--- src/hw/rtl/jats_pkg.sv ---
// shared types and constants for the json array to string elements splitter
package jats_pkg;

    localparam logic KIND_START = 1'b0;
    localparam logic KIND_CHAR  = 1'b1;

    localparam logic [1:0] REG_VALUE_TYPE     = 2'd0;
    localparam logic [1:0] REG_ELEMENT_LENGTH = 2'd1;
    localparam logic [1:0] REG_ELEMENT_COUNT  = 2'd2;
    localparam logic [1:0] REG_NAMED_MODE     = 2'd3;

    localparam logic [2:0] VT_STRING = 3'd0;
    localparam logic [2:0] VT_SINT   = 3'd1;
    localparam logic [2:0] VT_UINT   = 3'd2;
    localparam logic [2:0] VT_BOOL   = 3'd3;
    localparam logic [2:0] VT_REAL   = 3'd4;

    localparam logic [2:0] ST_RUN     = 3'd0;
    localparam logic [2:0] ST_OK      = 3'd1;
    localparam logic [2:0] ST_NULL    = 3'd2;
    localparam logic [2:0] ST_ILLEGAL = 3'd3;
    localparam logic [2:0] ST_LONG    = 3'd4;
    localparam logic [2:0] ST_MANY    = 3'd5;

    typedef enum logic [3:0] {
        CC_NUL,
        CC_WS,
        CC_RBRK,
        CC_COMMA,
        CC_RBRACE,
        CC_QUOTE,
        CC_MINUS,
        CC_DOT,
        CC_BSLASH,
        CC_SPCOLON,
        CC_LBRK,
        CC_BOOL,
        CC_DIGIT,
        CC_OTHER
    } char_class_t;

    typedef struct packed {
        logic        kind;
        char_class_t cls;
        logic [7:0]  ch;
    } item_t;

    typedef struct packed {
        logic [2:0] value_type;
        logic [8:0] element_length;
        logic [8:0] element_count;
        logic       named_mode;
    } cfg_t;

    typedef struct packed {
        logic       write_enable;
        logic [7:0] write_element;
        logic [7:0] write_offset;
        logic [7:0] write_byte;
        logic       done_res;
        logic       char_consumed;
        logic [2:0] status;
        logic [8:0] clear_from;
    } res_t;

endpackage

--- src/hw/rtl/json_array_to_string_elements.sv ---
// top level of the json array to string elements splitter
//   channel  dir  handshake             payload
//   s_       in   s_valid / s_ready     s_kind, s_source_char
//   m_       out  m_valid / m_ready     write, done, char_consumed, status and clear_from fields
//   apb      in   psel/penable/pready   paddr, pwdata, prdata (4 registers)
// one word per cycle unless a result stalls on m_ready; a start word passes through the back end but gives no result
// a result passes through the queue stage, then the result register
// the two-entry queue lets the front keep accepting while a result waits on m_ready
// aresetn is synchronous; registers return to their reset values, the queue empties
module json_array_to_string_elements import jats_pkg::*; #(
    parameter int MAX_ELEMENT_LENGTH = 256,
    parameter int MAX_ELEMENTS       = 256
) (
    input  logic        aclk,
    input  logic        aresetn,
    input  logic        s_valid,
    output logic        s_ready,
    input  logic        s_kind,
    input  logic [7:0]  s_source_char,
    output logic        m_valid,
    input  logic        m_ready,
    output logic        m_write_enable,
    output logic [7:0]  m_write_element,
    output logic [7:0]  m_write_offset,
    output logic [7:0]  m_write_byte,
    output logic        m_done_res,
    output logic        m_char_consumed,
    output logic [2:0]  m_status,
    output logic [8:0]  m_clear_from,
    input  logic        psel,
    input  logic        penable,
    input  logic        pwrite,
    input  logic [3:0]  paddr,
    input  logic [31:0] pwdata,
    output logic [31:0] prdata,
    output logic        pready
);

    cfg_t  cfg_reg, cfg_next;
    item_t front_item;
    item_t q_head;
    logic  q_full;
    logic  q_not_empty;
    logic  q_pop;
    logic  s_take;
    res_t  res;

    assign pready = 1'b1;

    always_comb begin
        cfg_next = cfg_reg;
        if (psel && penable && pwrite) begin
            case (paddr[3:2])
                REG_VALUE_TYPE:     cfg_next.value_type     = pwdata[2:0];
                REG_ELEMENT_LENGTH: cfg_next.element_length = pwdata[8:0];
                REG_ELEMENT_COUNT:  cfg_next.element_count  = pwdata[8:0];
                REG_NAMED_MODE:     cfg_next.named_mode     = pwdata[0];
                default:            cfg_next = cfg_reg;
            endcase
        end
    end

    always_comb begin
        case (paddr[3:2])
            REG_VALUE_TYPE:     prdata = {29'd0, cfg_reg.value_type};
            REG_ELEMENT_LENGTH: prdata = {23'd0, cfg_reg.element_length};
            REG_ELEMENT_COUNT:  prdata = {23'd0, cfg_reg.element_count};
            REG_NAMED_MODE:     prdata = {31'd0, cfg_reg.named_mode};
            default:            prdata = 32'd0;
        endcase
    end

    always_ff @(posedge aclk) begin
        if (!aresetn) begin
            cfg_reg.value_type     <= VT_STRING;
            cfg_reg.element_length <= 9'd256;
            cfg_reg.element_count  <= 9'd256;
            cfg_reg.named_mode     <= 1'b1;
        end else begin
            cfg_reg <= cfg_next;
        end
    end

    assign s_ready = !q_full;
    assign s_take  = s_valid && !q_full;

    jats_front u_front (
        .kind        (s_kind),
        .source_char (s_source_char),
        .item        (front_item)
    );

    jats_queue u_queue (
        .aclk      (aclk),
        .aresetn   (aresetn),
        .push      (s_take),
        .push_item (front_item),
        .full      (q_full),
        .pop       (q_pop),
        .not_empty (q_not_empty),
        .head      (q_head)
    );

    jats_back #(
        .MAX_ELEMENT_LENGTH (MAX_ELEMENT_LENGTH),
        .MAX_ELEMENTS       (MAX_ELEMENTS)
    ) u_back (
        .aclk      (aclk),
        .aresetn   (aresetn),
        .cfg       (cfg_reg),
        .q_valid   (q_not_empty),
        .q_item    (q_head),
        .q_pop     (q_pop),
        .out_valid (m_valid),
        .out_ready (m_ready),
        .out_res   (res)
    );

    assign m_write_enable  = res.write_enable;
    assign m_write_element = res.write_element;
    assign m_write_offset  = res.write_offset;
    assign m_write_byte    = res.write_byte;
    assign m_done_res      = res.done_res;
    assign m_char_consumed = res.char_consumed;
    assign m_status        = res.status;
    assign m_clear_from    = res.clear_from;

endmodule

--- src/hw/rtl/jats_front.sv ---
// front end: classifies each incoming character
module jats_front import jats_pkg::*; (
    input  logic       kind,
    input  logic [7:0] source_char,
    output item_t      item
);

    char_class_t cls;

    always_comb begin
        case (source_char) inside
            8'h00:                          cls = CC_NUL;
            8'h09, 8'h0a, 8'h0d:            cls = CC_WS;
            8'h5d:                          cls = CC_RBRK;
            8'h2c:                          cls = CC_COMMA;
            8'h7d:                          cls = CC_RBRACE;
            8'h22:                          cls = CC_QUOTE;
            8'h2d:                          cls = CC_MINUS;
            8'h2e:                          cls = CC_DOT;
            8'h5c:                          cls = CC_BSLASH;
            8'h20, 8'h3a:                   cls = CC_SPCOLON;
            8'h5b:                          cls = CC_LBRK;
            "t", "r", "u", "e", "f", "a", "l", "s": cls = CC_BOOL;
            [8'h30:8'h39]:                  cls = CC_DIGIT;
            default:                        cls = CC_OTHER;
        endcase
    end

    assign item.kind = kind;
    assign item.cls  = cls;
    assign item.ch   = source_char;

endmodule

--- src/hw/rtl/jats_queue.sv ---
// two-entry queue between front end and back end
module jats_queue import jats_pkg::*; (
    input  logic  aclk,
    input  logic  aresetn,
    input  logic  push,
    input  item_t push_item,
    output logic  full,
    input  logic  pop,
    output logic  not_empty,
    output item_t head
);

    item_t      slot_reg [2];
    logic       wr_ptr_reg, wr_ptr_next;
    logic       rd_ptr_reg, rd_ptr_next;
    logic [1:0] count_reg, count_next;

    assign full      = (count_reg == 2'd2);
    assign not_empty = (count_reg != 2'd0);
    assign head      = slot_reg[rd_ptr_reg];

    always_comb begin
        wr_ptr_next = push ? ~wr_ptr_reg : wr_ptr_reg;
        rd_ptr_next = pop ? ~rd_ptr_reg : rd_ptr_reg;
        count_next  = count_reg + {1'b0, push} - {1'b0, pop};
    end

    always_ff @(posedge aclk) begin
        if (!aresetn) begin
            wr_ptr_reg <= 1'b0;
            rd_ptr_reg <= 1'b0;
            count_reg  <= 2'd0;
        end else begin
            wr_ptr_reg <= wr_ptr_next;
            rd_ptr_reg <= rd_ptr_next;
            count_reg  <= count_next;
        end
    end

    always_ff @(posedge aclk) begin
        if (push) begin
            slot_reg[wr_ptr_reg] <= push_item;
        end
    end

endmodule

--- src/hw/rtl/jats_back.sv ---
// back end: parse state, per-character decision and result register
module jats_back import jats_pkg::*; #(
    parameter int MAX_ELEMENT_LENGTH = 256,
    parameter int MAX_ELEMENTS       = 256
) (
    input  logic  aclk,
    input  logic  aresetn,
    input  cfg_t  cfg,
    input  logic  q_valid,
    input  item_t q_item,
    output logic  q_pop,
    output logic  out_valid,
    input  logic  out_ready,
    output res_t  out_res
);

    localparam int LW1 = $clog2(MAX_ELEMENT_LENGTH + 1);
    localparam int CW1 = $clog2(MAX_ELEMENTS + 1);
    localparam int CXW = (CW1 > 9) ? CW1 : 9;

    logic [1:0]     quote_count_reg, quote_count_next;
    logic           bracket_open_reg, bracket_open_next;
    logic           escape_pending_reg, escape_pending_next;
    logic [LW1-1:0] char_index_reg, char_index_next;
    logic [7:0]     element_index_reg, element_index_next;
    logic           finished_reg, finished_next;
    logic           out_valid_reg, out_valid_next;
    res_t           out_res_reg;
    res_t           res;

    logic [LW1-1:0] eff_len;
    logic [CW1-1:0] eff_cnt;
    logic [LW1-1:0] emit_off;
    logic [CXW-1:0] emit_el;
    logic [CXW-1:0] clr_ok;
    logic [CXW-1:0] ei_plus1;
    logic           can_put;
    logic           str;
    logic           is_char;

    always_comb begin
        if (cfg.element_length == 9'd0) begin
            eff_len = LW1'(1);
        end else if (32'(cfg.element_length) > MAX_ELEMENT_LENGTH) begin
            eff_len = LW1'(MAX_ELEMENT_LENGTH);
        end else begin
            eff_len = LW1'(cfg.element_length);
        end
        if (cfg.element_count == 9'd0) begin
            eff_cnt = CW1'(1);
        end else if (32'(cfg.element_count) > MAX_ELEMENTS) begin
            eff_cnt = CW1'(MAX_ELEMENTS);
        end else begin
            eff_cnt = CW1'(cfg.element_count);
        end
    end

    always_comb begin
        ei_plus1 = CXW'(element_index_reg) + CXW'(1);
        can_put  = ((LW1 + 1)'(char_index_reg) + (LW1 + 1)'(1)) < (LW1 + 1)'(eff_len);
        emit_off = (char_index_reg > eff_len - LW1'(1)) ? eff_len - LW1'(1) : char_index_reg;
        emit_el  = (CXW'(element_index_reg) > CXW'(eff_cnt) - CXW'(1)) ?
                   CXW'(eff_cnt) - CXW'(1) : CXW'(element_index_reg);
        clr_ok   = (ei_plus1 > CXW'(eff_cnt)) ? CXW'(eff_cnt) : ei_plus1;
        str      = (cfg.value_type == VT_STRING);
    end

    assign is_char = (q_item.kind == KIND_CHAR);
    assign q_pop   = q_valid && (!is_char || !out_valid_reg || out_ready);

    always_comb begin
        logic       put_req;
        logic       put_esc;
        logic       emit0;
        logic       fin;
        logic       fin_ok;
        logic [2:0] fin_st;
        logic       legal;

        put_req = 1'b0;
        put_esc = 1'b0;
        emit0   = 1'b0;
        fin     = 1'b0;
        fin_ok  = 1'b0;
        fin_st  = ST_RUN;
        legal   = 1'b0;

        res                 = '0;
        res.status          = ST_RUN;
        res.clear_from      = 9'(eff_cnt);
        quote_count_next    = quote_count_reg;
        bracket_open_next   = bracket_open_reg;
        escape_pending_next = escape_pending_reg;
        char_index_next     = char_index_reg;
        element_index_next  = element_index_reg;
        finished_next       = finished_reg;

        if (!finished_reg) begin
            if (cfg.value_type > VT_REAL) begin
                fin    = 1'b1;
                fin_st = ST_ILLEGAL;
            end else begin
                case (q_item.cls)
                    CC_NUL: begin
                        fin    = 1'b1;
                        fin_st = ST_NULL;
                    end
                    CC_WS: begin
                        res.char_consumed = 1'b1;
                    end
                    CC_RBRK: begin
                        if (bracket_open_reg && quote_count_reg == 2'd1 && str) begin
                            put_req = 1'b1;
                        end else begin
                            bracket_open_next = 1'b0;
                            if (!cfg.named_mode) begin
                                emit0  = 1'b1;
                                fin_ok = 1'b1;
                            end
                            res.char_consumed = 1'b1;
                        end
                    end
                    CC_COMMA: begin
                        if (quote_count_reg < 2'd2 && str) begin
                            if (!bracket_open_reg) begin
                                fin_ok = 1'b1;
                            end else begin
                                put_req = 1'b1;
                            end
                        end else begin
                            emit0 = 1'b1;
                            if (!bracket_open_reg) begin
                                fin_ok            = 1'b1;
                                res.char_consumed = 1'b1;
                            end else if (ei_plus1 < CXW'(eff_cnt)) begin
                                element_index_next = element_index_reg + 8'd1;
                                quote_count_next   = 2'd0;
                                char_index_next    = '0;
                                res.char_consumed  = 1'b1;
                            end else begin
                                fin    = 1'b1;
                                fin_st = ST_MANY;
                            end
                        end
                    end
                    CC_RBRACE: begin
                        if (quote_count_reg == 2'd1 && str) begin
                            put_req = 1'b1;
                        end else begin
                            emit0             = !str;
                            fin_ok            = 1'b1;
                            res.char_consumed = 1'b1;
                        end
                    end
                    CC_QUOTE: begin
                        if (!str || (!escape_pending_reg && quote_count_reg > 2'd1)) begin
                            fin    = 1'b1;
                            fin_st = ST_ILLEGAL;
                        end else if (escape_pending_reg) begin
                            escape_pending_next = 1'b0;
                            res.char_consumed   = 1'b1;
                        end else begin
                            quote_count_next  = quote_count_reg + 2'd1;
                            res.char_consumed = 1'b1;
                        end
                    end
                    CC_MINUS: begin
                        legal = str || cfg.value_type == VT_SINT || cfg.value_type == VT_REAL;
                        put_req = legal;
                        fin     = !legal;
                        fin_st  = ST_ILLEGAL;
                    end
                    CC_DOT: begin
                        legal = str || cfg.value_type == VT_REAL;
                        put_req = legal;
                        fin     = !legal;
                        fin_st  = ST_ILLEGAL;
                    end
                    CC_BSLASH: begin
                        if (!str) begin
                            fin    = 1'b1;
                            fin_st = ST_ILLEGAL;
                        end else if (!escape_pending_reg) begin
                            escape_pending_next = 1'b1;
                            res.char_consumed   = 1'b1;
                        end else begin
                            put_req = 1'b1;
                            put_esc = 1'b1;
                        end
                    end
                    CC_SPCOLON: begin
                        if (quote_count_reg == 2'd1) begin
                            put_req = 1'b1;
                        end else begin
                            res.char_consumed = 1'b1;
                        end
                    end
                    CC_LBRK: begin
                        bracket_open_next = 1'b1;
                        if (quote_count_reg != 2'd0) begin
                            put_req = 1'b1;
                        end else begin
                            res.char_consumed = 1'b1;
                        end
                    end
                    default: begin
                        if (str) begin
                            legal = (quote_count_reg != 2'd0);
                        end else if (cfg.value_type == VT_BOOL) begin
                            legal = (q_item.cls == CC_BOOL);
                        end else begin
                            legal = (q_item.cls == CC_DIGIT);
                        end
                        put_req = legal;
                        fin     = !legal;
                        fin_st  = ST_ILLEGAL;
                    end
                endcase
            end

            if (put_req) begin
                if (can_put) begin
                    res.write_enable  = 1'b1;
                    res.write_element = 8'(emit_el);
                    res.write_offset  = 8'(emit_off);
                    res.write_byte    = q_item.ch;
                    char_index_next   = char_index_reg + LW1'(1);
                    res.char_consumed = 1'b1;
                    if (put_esc) begin
                        escape_pending_next = 1'b0;
                    end
                end else begin
                    fin    = 1'b1;
                    fin_st = ST_LONG;
                end
            end
            if (emit0) begin
                res.write_enable  = 1'b1;
                res.write_element = 8'(emit_el);
                res.write_offset  = 8'(emit_off);
                res.write_byte    = 8'd0;
            end
            if (fin_ok) begin
                fin            = 1'b1;
                fin_st         = ST_OK;
                res.clear_from = 9'(clr_ok);
            end
            if (fin) begin
                res.done_res  = 1'b1;
                res.status    = fin_st;
                finished_next = 1'b1;
            end
        end

        if (!is_char) begin
            quote_count_next    = 2'd0;
            bracket_open_next   = 1'b0;
            escape_pending_next = 1'b0;
            char_index_next     = '0;
            element_index_next  = 8'd0;
            finished_next       = 1'b0;
        end
    end

    always_comb begin
        if (q_pop && is_char) begin
            out_valid_next = 1'b1;
        end else if (out_ready) begin
            out_valid_next = 1'b0;
        end else begin
            out_valid_next = out_valid_reg;
        end
    end

    always_ff @(posedge aclk) begin
        if (!aresetn) begin
            quote_count_reg    <= 2'd0;
            bracket_open_reg   <= 1'b0;
            escape_pending_reg <= 1'b0;
            char_index_reg     <= '0;
            element_index_reg  <= 8'd0;
            finished_reg       <= 1'b0;
            out_valid_reg      <= 1'b0;
        end else begin
            out_valid_reg <= out_valid_next;
            if (q_pop) begin
                quote_count_reg    <= quote_count_next;
                bracket_open_reg   <= bracket_open_next;
                escape_pending_reg <= escape_pending_next;
                char_index_reg     <= char_index_next;
                element_index_reg  <= element_index_next;
                finished_reg       <= finished_next;
            end
        end
    end

    always_ff @(posedge aclk) begin
        if (q_pop && is_char) begin
            out_res_reg <= res;
        end
    end

    assign out_valid = out_valid_reg;
    assign out_res   = out_res_reg;

`ifndef SYNTHESIS
    a_status_done: assert property (@(posedge aclk) disable iff (!aresetn)
        out_valid_reg |-> ((out_res_reg.status != ST_RUN) == out_res_reg.done_res))
        else $error("status and done disagree");

    a_start_clears: assert property (@(posedge aclk) disable iff (!aresetn)
        (q_pop && !is_char) |=> (!finished_reg && char_index_reg == '0 &&
                                 element_index_reg == 8'd0 && quote_count_reg == 2'd0))
        else $error("start word did not clear parse state");

    a_after_end_quiet: assert property (@(posedge aclk) disable iff (!aresetn)
        (q_pop && is_char && finished_reg) |=>
            (out_valid_reg && !out_res_reg.write_enable && !out_res_reg.done_res))
        else $error("word after end produced a write or done");

    a_no_overwrite: assert property (@(posedge aclk) disable iff (!aresetn)
        (out_valid_reg && !out_ready) |-> !(q_pop && is_char))
        else $error("result register overwritten while stalled");
`endif

endmodule
--- config.mk ---
export PLATFORM = sky130hd
export DESIGN_NAME = json_array_to_string_elements
export DESIGN_NICKNAME = d
export VERILOG_FILES = /design/src/hw/rtl/jats_pkg.sv /design/src/hw/rtl/json_array_to_string_elements.sv /design/src/hw/rtl/jats_front.sv /design/src/hw/rtl/jats_queue.sv /design/src/hw/rtl/jats_back.sv
export SDC_FILE = /design/constraint.sdc
export NUM_CORES = 1
export LEC_CHECK = 0
export BUFFER_PORTS_ARGS = -buffer_cell sky130_fd_sc_hd__clkbuf_2
export CORE_UTILIZATION = 24
export DETAILED_ROUTE_END_ITERATION = 16
export REMOVE_ABC_BUFFERS = 1
export SETUP_SLACK_MARGIN = 0.3
export SYNTH_ARGS = -nofsm -noshare
export SYNTH_HDL_FRONTEND = slang
export SYNTH_SLANG_ARGS = --single-unit
--- constraint.sdc ---
create_clock -name aclk -period 9.3 [get_ports aclk]
set_input_delay 0.465 -clock aclk [delete_from_list [all_inputs] [get_ports aclk]]
set_output_delay 0.465 -clock aclk [all_outputs]
set_load 0.05 [all_outputs]
==> reports/qor.csv, run 1 <==
stage;metric;value;unit
status;outcome;finished clean;
clock_network;htreeDepth;4;
power_and_ir_drop;peakVddDrop;0.158;mV
clock_network;clkSlewWorstSetupHoldPaths;60;ps
logic_synthesis;synth-main-ff-cell;edfxtp_1;
logic_synthesis;ys_ff_latch;115;
setup_path;start_kind;register;
clock_network;cts_tree;yes;
timing;fin_tns_setup;0;ps
power_and_ir_drop;power_frac_seq;0.342;
floorplan;ios;126;
floorplan;start_util;0.246;
routing;wl_per_cell;15.7;um
floorplan;rows;64;
layout;fill_cells;3241;
clock_network;clock_path_buffers;2;
place;gp_congestion;0.861;
place;placed_cells;1252;
clock_network;post_cts_resize_count;0;
timing;period_share;0.464;
logic_synthesis;synth_edf_count;65;
setup_path;r2r-start;cfg_reg[4]$_SDFFE_PN0P_;
global_routing;grt_pass1_vias;6006;
floorplan;die_area;32500;um^2
power_and_ir_drop;p_per_area;223;nW/um^2
setup_path;worstPathRequired;9460;ps
setup_path;r2r_setup_slack;4990;ps
logic_synthesis;synth_largest_area_cell;edfxtp_1;
power_and_ir_drop;p_sw;0.814;mW
layout;stdcell_count;1284;
routing;avgViaCountPerCell;4.97;
place;port_buffers;76;
power_and_ir_drop;comb_power_share;0.338;
timing;setup_viol;0;
layout;largest_reg_flops;39;
floorplan;core-area;31000;um^2
timing;final_max_slew_viol_count;0;
clock_network;cts_made_buffers;17;
logic_synthesis;ys_warn_count;0;
clock_network;root_buffer;clkbuf_16;
clock_network;worstSkewPairLatency;410;ps
logic_synthesis;synth.area.top_cells;edfxtp_1 (26%), dfxtp_1 (13%), ha_1 (7.0%), mux2i_1 (5.0%), nand2_1 (3.8%);
timing;tightestPinTransition;1170;ps
power_and_ir_drop;p_leak;3.44;nW
global_routing;grt_pass1_wl;32.5;mm
timing;whs;279;ps
setup_path;critPathMaxFanout;15;
routing;ant_nets;0;
logic_synthesis;synth_cell_types;89;
routing;drt_first_iter_violations;440;
layout;finalNetCount;970;
setup_path;r2r-end;u_back.out_res[36]$_SDFFCE_PP0P_;
global_routing;grtUsageTotal;0.124;
logic_synthesis;synth_top_area_frac;0.256;
logic_synthesis;syn_inst;811;
logic_synthesis;synth.avg_cell_area;9.42;um^2
setup_path;worstSetupPathType;register to register;
clock_network;post_cts_buffers;0;
clock_network;cts_sinks;115;
layout;layout-drive-gt1-share;0.175;
timing;rsz0062_at_grt;false;
flow_run;max_cap_viol_count;0;
clock_network;ctsHoldBuffers;0;
global_routing;grt_overflow_total;0;
layout;multiInputGateArea;4330;um^2
routing;drcViolationCount;0;
worst_hold_path;worstHoldPathType;input pin to register;
timing;fmax;232;MHz
global_routing;antenna_found_initial;0;
setup_path;critPathCapture;u_back.out_res[36]$_SDFFCE_PP0P_;
timing;period_minus_slack;4310;ps
layout;synthToLayoutAreaGrowth;16.4;%
timing;finClkSkew;11.2;ps
logic_synthesis;synthArstFlopShare;0;
layout;final-seq-area;2950;um^2
place;dpl.hpwl;14.7;mm
routing;firstDrtPassIters;5;
routing;vias;6376;
setup_path;arrival;4470;ps
power_and_ir_drop;power_frac_clock;0.320;
timing;slew_headroom;0.222;
global_routing;grt_start_max_net_pins;58;
logic_synthesis;netlist_area;7640;um^2
logic_synthesis;yosysSeqAreaShare;0.387;
floorplan;die_h;180;um
setup_path;cp-startpoint;cfg_reg[4]$_SDFFE_PN0P_;
floorplan;die_x;180;um
timing;finalHoldViolCount;0;
layout;antennaDiodeCount;0;
setup_path;cp-end-kind;register;
setup_path;r2r_cells;16;
routing;routed_wl;20.2;mm
power_and_ir_drop;p_int;1.17;mW
power_and_ir_drop;swShare;0.411;
-- per-stage QoR --
step                      instance area, um^2  total power [mW]   util  worst slack (ps)
after global placement                   8320              1.35  0.268              5100
after global routing                     8890              2.07  0.287              4590
final                                    8890              1.98  0.287              4990
after detailed placement                 8320              1.36  0.268              5060
after CTS                                8890              2.00  0.287              5030
after floorplan                          7380              1.17      -              4790
-- worst min-delay path by stage --
stage                                           start                                endpoint  slack [ps]  cells after the start
2_1_floorplan  u_back.quote_count_reg[0]$_SDFFE_PN0P_  u_back.quote_count_reg[0]$_SDFFE_PN0P_         460                      2
4_1_cts                                        s_kind       u_queue.slot_reg[0][12]$_DFFE_PP_         250                      1
5_1_grt                                        s_kind       u_queue.slot_reg[1][12]$_DFFE_PP_         260                      1
6_report                                       s_kind       u_queue.slot_reg[0][12]$_DFFE_PP_         280                      1
3_5_place_dp   u_back.quote_count_reg[0]$_SDFFE_PN0P_  u_back.quote_count_reg[0]$_SDFFE_PN0P_         480                      2
3_3_place_gp   u_back.quote_count_reg[0]$_SDFFE_PN0P_  u_back.quote_count_reg[0]$_SDFFE_PN0P_         470                      2
-- critical path, stage by stage, from the launching register on --
cell and delay (ps):
dfxtp_1 370, or3_1 450, nor2_1 150, nor4b_1 220
o21ai_0 250, ha_1 320, inv_1 120, a21oi_1 50
a21oi_1 190, ha_1 280, nand4_1 100, o22ai_1 90
a21oi_1 110, o41ai_1 90, a21oi_1 900, mux2i_1 170
nor2b_1 170
-- layer usage --
metal  wire [um]  vias up  global-route usage  share of wire
li1            -     3082                   -              -
met1        9980     3060               0.176           0.49
met2        8800      211               0.189           0.44
met3        1100       23              0.0259          0.054
met4         328        0              0.0356          0.016
met5           0        -                   0              0
-- kinds of logic after synthesis --
family / after synthesis / share of synthesized area
AOI/OAI and AO/OA: 198 / 0.189
xor gates and xnor gates: 24 / 0.0275
adders and majority gates: 43 / 0.0704
buffers and inverters: 90 / 0.0598
DFF: 115 / 0.387
muxes: 46 / 0.0639
other: 2 / 0.000983
and+or+nand+nor: 293 / 0.202
-- power groups by stage --
stage	combinational (mW)	sequential, mW	clock, mW
after detailed placement	0.670	0.688	0
after floorplan	0.300	0.871	0
after global routing	0.719	0.686	0.670
final	0.669	0.678	0.633
after global placement	0.666	0.686	0
after CTS	0.675	0.678	0.650
-- placed cells by master, fill, tap and decap left out, types with 23 or more instances in the layout --
master    count
a21oi_1      35
clkbuf_2     76
conb_1       24
dfxtp_1      50
edfxtp_1     65
ha_1         43
inv_1        28
mux2i_1      38
nand2_1      78
nand3_1      23
nor2_1       53
nor2b_1      34
o21ai_0      40
-- Yosys cell counts (23+ instances only) --
master,n
nand2_1,78
clkbuf_1,25
buf_4,24
a21oi_1,35
nor2_1,54
o21ai_0,40
nor2b_1,34
nand3_1,23
edfxtp_1,65
mux2i_1,38
inv_1,28
ha_1,43
dfxtp_1,50
-- cell type report --
cell class	count	share of cell area
multi-input combinational	628	0.487
sequential	115	0.332
tap	396	0.0557
clock buffer	17	0.0479
timing repair buffer	82	0.0479
clock inverter	15	0.0162
inverter	31	0.0131
No activity file was read; power rests on OpenSTA's default activity.
==> run 2, diff against run 1 <==
==> constraint.sdc (replaced) <==
create_clock -name aclk -period 3.95 [get_ports aclk]
set_input_delay 0.1975 -clock aclk [delete_from_list [all_inputs] [get_ports aclk]]
set_output_delay 0.1975 -clock aclk [all_outputs]
set_load 0.05 [all_outputs]
==> reports/qor.csv, run 2 (same netlist as run 1, synthesis figures left out) <==
stage;metric;value;unit
status;outcome;finished clean;
layout;stdcell_count;1297;
setup_path;arrival;3700;ps
routing;firstDrtPassIters;5;
timing;finClkSkew;13.2;ps
worst_hold_path;whs_path_depth;3;
routing;routed_wl;19.9;mm
place;placed_cells;1260;
timing;period_share;0.878;
clock_network;cts_made_buffers;17;
global_routing;grt_pass1_wl;31.6;mm
clock_network;htreeDepth;4;
global_routing;antenna_found_initial;0;
floorplan;start_util;0.246;
power_and_ir_drop;peakVddDrop;0.339;mV
timing;final_max_slew_viol_count;0;
clock_network;clock_path_buffers;2;
clock_network;cts_tree;yes;
setup_path;critPathCapture;u_back.out_res[30]$_SDFFCE_PP0P_;
timing;setup_viol;0;
layout;fin_area;9120;um^2
worst_hold_path;worstHoldPathType;input pin to register;
layout;synthToLayoutAreaGrowth;19.3;%
routing;wl_per_cell;15.4;um
timing;fmax;288;MHz
global_routing;grt_pass1_vias;5961;
timing;period_minus_slack;3470;ps
setup_path;r2r_cells;16;
floorplan;core-area;31000;um^2
floorplan;die_h;180;um
power_and_ir_drop;total_power;4.83;mW
setup_path;cp-end-kind;register;
timing;finalHoldViolCount;0;
floorplan;die_area;32500;um^2
setup_path;worstPathRequired;4180;ps
layout;antennaDiodeCount;0;
place;place_area;8380;um^2
routing;drcViolationCount;0;
layout;final_common_cell;nand2_1;
flow_run;max_cap_viol_count;0;
routing;drt_first_iter_violations;448;
setup_path;r2r_setup_slack;480;ps
clock_network;clkSlewWorstSetupHoldPaths;60;ps
setup_path;r2r-start;cfg_reg[4]$_SDFFE_PN0P_;
layout;final_cell_mix;nand2_1 (78), clkbuf_2 (76), edfxtp_1 (65), nor2_1 (51), dfxtp_1 (50);
global_routing;grtUsageTotal;0.121;
timing;slew_headroom;0.326;
layout;finalNetCount;983;
timing;tightestPinTransition;1010;ps
global_routing;grt_overflow_total;0;
floorplan;rows;64;
clock_network;cts_sinks;115;
floorplan;die_x;180;um
timing;fin_tns_setup;0;ps
global_routing;grt_start_max_net_pins;43;
routing;ant_nets;0;
power_and_ir_drop;p_per_area;530;nW/um^2
setup_path;start_kind;register;
place;port_buffers;76;
power_and_ir_drop;p_leak;3.57;nW
setup_path;worstSetupPathType;register to register;
timing;rsz0062_at_grt;false;
setup_path;r2r-end;u_back.out_res[30]$_SDFFCE_PP0P_;
place;gp_congestion;0.908;
clock_network;worstSkewPairLatency;420;ps
routing;vias;6400;
layout;layout-drive-gt1-share;0.199;
place;dpl.hpwl;14.6;mm
setup_path;critPathMaxFanout;6;
layout;largest_reg_flops;39;
routing;avgViaCountPerCell;4.93;
setup_path;cp-startpoint;cfg_reg[4]$_SDFFE_PN0P_;
floorplan;ios;126;
clock_network;root_buffer;clkbuf_16;
-- run 2: worst max-delay path, stage by stage (launching register included) --
cell      delay (ps)
dfxtp_1          360
or3_4            430
nor2_2           140
nor4b_4          240
o21ai_2          130
ha_1             250
nand3_1          100
xnor2_1          180
ha_1             300
nand4_1          110
o22ai_1           80
a21oi_1          120
o41ai_1           90
a21oi_1          250
buf_4            200
nor2_1            40
a211oi_1         250
-- run 2: repair_timing --
action / 4_1_cts / 5_1_grt
endpoints found under the setup margin: 1 / 32
hold buffers: 1 / 0
pin swaps: 0 / 1
hold endpoints to repair: 2 / 0
gates cloned: 0 / 1
gates resized for setup: 1 / 15
setup buffers: 0 / 3
-- run 2: stage by stage --
stage,hold slack (ps),utilization,setup slack (ps)
6_report,51.9,0.294,483
5_1_grt,57.0,0.294,274
4_1_cts,46.2,0.291,377
3_5_place_dp,425,0.270,307
3_3_place_gp,422,0.270,390
2_1_floorplan,286,-,-559
-- run 2: worst min path at each step --
| stage | end | startpoint | slack, ps |
|---|---|---|---|
| final | cfg_reg[18]$_SDFFE_PN1P_ | pwdata[8] | 50 |
| after global routing | cfg_reg[9]$_SDFFE_PN1P_ | pwdata[8] | 60 |
| after CTS | cfg_reg[18]$_SDFFE_PN1P_ | pwdata[8] | 50 |
| after detailed placement | u_queue.slot_reg[1][12]$_DFFE_PP_ | s_kind | 430 |
| after global placement | u_queue.slot_reg[0][12]$_DFFE_PP_ | s_kind | 420 |
| after floorplan | cfg_reg[18]$_SDFFE_PN1P_ | aresetn | 290 |
-- run 2: layer usage --
layer  global-route usage  vias up  part of all wire
met5                    0        -                 0
met4               0.0403        0             0.018
met3               0.0257       27             0.060
met2                0.186      223              0.44
met1                0.167     3039              0.48
li1                     -     3111                 -
-- run 2: cell type report --
class	count	area [um^2]
Fill cell	3255	21900
Multi-Input combinational cell	628	4400
Sequential cell	115	2950
Timing Repair Buffer	95	523
Tap cell	396	495
Clock buffer	19	464
Clock inverter	13	166
Inverter	31	116
-- run 2: report_power, final --
group	internal [mW]	switching (mW)	total (mW)
Sequential	1.51	0.120	1.63
Combinational	0.416	1.14	1.56
Clock	1.06	0.589	1.65
Total	2.98	1.85	4.83
==> run 3, diff against run 2 <==
--- a/config.mk
+++ b/config.mk
@@ -6,8 +6,11 @@
 export NUM_CORES = 1
 export LEC_CHECK = 0
 export BUFFER_PORTS_ARGS = -buffer_cell sky130_fd_sc_hd__clkbuf_2
+export CELL_PAD_IN_SITES_DETAIL_PLACEMENT = 1
+export CELL_PAD_IN_SITES_GLOBAL_PLACEMENT = 1
 export CORE_UTILIZATION = 24
 export DETAILED_ROUTE_END_ITERATION = 16
+export PLACE_DENSITY_LB_ADDON = 0.1
 export REMOVE_ABC_BUFFERS = 1
 export SETUP_SLACK_MARGIN = 0.3
 export SYNTH_ARGS = -nofsm -noshare
==> reports/qor.csv, run 3 (same netlist as run 1, synthesis figures left out) <==
stage;metric;value;unit
worst_hold_path;whs_path_depth;3;
layout;synthToLayoutAreaGrowth;19.8;%
timing;period_minus_slack;3420;ps
global_routing;grt_pass1_vias;6520;
setup_path;worstSetupPathType;register to register;
clock_network;cts_sinks;115;
setup_path;slowest_stage;nor4_2;
layout;stdcell_count;1315;
setup_path;worstPathRequired;4190;ps
layout;fill_cells;3594;
global_routing;grt_pass1_wl;37.3;mm
worst_hold_path;worstHoldPathType;input pin to register;
timing;finalHoldViolCount;0;
place;place_area;8490;um^2
setup_path;r2r_cells;13;
layout;layout-drive-gt1-share;0.206;
floorplan;rows;64;
timing;rsz0062_at_grt;true;
routing;firstDrtPassIters;4;
layout;final_common_cell;nand2_1;
timing;final_max_slew_viol_count;0;
floorplan;core-area;31000;um^2
clock_network;clock_path_buffers;2;
global_routing;grt_overflow_total;0;
floorplan;ios;126;
routing;ant_nets;0;
setup_path;arrival;3660;ps
routing;avgViaCountPerCell;4.88;
layout;final_cell_mix;nand2_1 (77), clkbuf_2 (76), edfxtp_1 (65), nor2_1 (52), dfxtp_1 (50);
floorplan;die_x;180;um
power_and_ir_drop;peakVddDrop;0.286;mV
timing;slew_headroom;0.423;
floorplan;die_h;180;um
global_routing;antenna_found_initial;0;
status;outcome;finished clean;
clock_network;cts_tree;yes;
setup_path;cp-end-kind;register;
floorplan;die_area;32500;um^2
place;gp_congestion;0.753;
clock_network;cts_made_buffers;17;
floorplan;start_util;0.246;
setup_path;critPathMaxStageDelay;350;ps
power_and_ir_drop;p_leak;3.62;nW
place;dpl.hpwl;17.8;mm
routing;drcViolationCount;0;
flow_run;max_cap_viol_count;0;
setup_path;path_cells;nor4_2, a31oi_1, or2_2, ha_1, inv_1, xnor2_1, ha_1, o21a_1, o21a_1, o21bai_1, a211o_1, nand2_2, a211oi_1;
clock_network;worstSkewPairLatency;420;ps
layout;largest_reg_flops;39;
routing;wl_per_cell;18.5;um
setup_path;critPathMaxFanout;7;
clock_network;root_buffer;clkbuf_16;
layout;fin_area;9150;um^2
power_and_ir_drop;total_power;4.74;mW
timing;finClkSkew;20.7;ps
power_and_ir_drop;p_per_area;518;nW/um^2
place;port_buffers;76;
global_routing;grtUsageTotal;0.147;
timing;tightestPinTransition;864;ps
layout;finalNetCount;1001;
setup_path;start_kind;register;
routing;drt_first_iter_violations;291;
routing;vias;6411;
timing;setup_viol;0;
place;placed_cells;1276;
layout;antennaDiodeCount;0;
clock_network;clkSlewWorstSetupHoldPaths;60;ps
timing;fmax;292;MHz
clock_network;htreeDepth;4;
global_routing;grt_start_max_net_pins;45;
timing;period_share;0.866;
routing;routed_wl;24.3;mm
-- run 3: cell count changes in the layout (fill, tap and decap cells not counted), sizes merged --
cell and change:
clkinv +4, clkinvlp +1, o21a +2, inv -4, clkbuf +3, bufinv -3, buf +15
-- run 3: worst max-delay path, delay by kind of cell (launching register included) --
| kind | cells | cell delay, ps |
|---|---|---|
| fa+ha+maj | 2 | 560 |
| xor+xnor | 1 | 210 |
| compound gates | 6 | 1190 |
| flops | 1 | 320 |
| buf+inv | 1 | 130 |
| simple gates | 3 | 860 |
-- run 3: cell type report --
| class | count | area (um^2) | area share |
|---|---|---|---|
| multi-input cells | 630 | 4380 | 0.479 |
| flip-flops and latches | 115 | 2950 | 0.323 |
| repair buffers | 111 | 649 | 0.0710 |
| well taps | 396 | 495 | 0.0541 |
| clock buffers | 21 | 483 | 0.0528 |
| inverters | 31 | 116 | 0.0127 |
| clock inverters | 11 | 75.1 | 0.00820 |
-- run 3: repair_timing --
action / in CTS / in global routing
hold buffers: 1 / 0
setup buffers: 0 / 3
resized for setup: 0 / 12
setup endpoints to repair: 0 / 23
endpoints found under the hold margin: 2 / 0
-- run 3: worst paths after layout --
| kind | start | to | slack (ps) |
|---|---|---|---|
| worst max-delay path | cfg_reg[13]$_SDFFE_PN0P_ | u_back.out_res[29]$_SDFFCE_PP0P_ | 530 |
| worst max register to register | cfg_reg[13]$_SDFFE_PN0P_ | u_back.out_res[29]$_SDFFCE_PP0P_ | 530 |
| worst min-delay path | pwdata[8] | cfg_reg[9]$_SDFFE_PN1P_ | 90 |
| worst min register to register | u_back.quote_count_reg[0]$_SDFFE_PN0P_ | u_back.quote_count_reg[0]$_SDFFE_PN0P_ | 520 |
-- run 3: power breakdown --
part | switching (mW) | internal, mW | total (mW)
registers | 0.113 | 1.51 | 1.62
logic | 1.20 | 0.440 | 1.64
clock network | 0.608 | 0.878 | 1.49
total | 1.92 | 2.82 | 4.74
-- run 3: metrics by stage --
step           utilization  worst slack, ps  setup TNS (ps)  hold WS [ps]
2_1_floorplan            -             -559          -10470           286
3_3_place_gp         0.274              309               0           417
3_5_place_dp         0.274              325               0           425
4_1_cts              0.292              321               0          65.2
5_1_grt              0.295              182               0          91.3
6_report             0.295              528               0          85.6
-- run 3: per-layer routing --
layer,share of wire,global-route usage
met1,0.50,0.203
met2,0.46,0.239
met3,0.032,0.0249
met4,0.0062,0.0318
met5,0,0
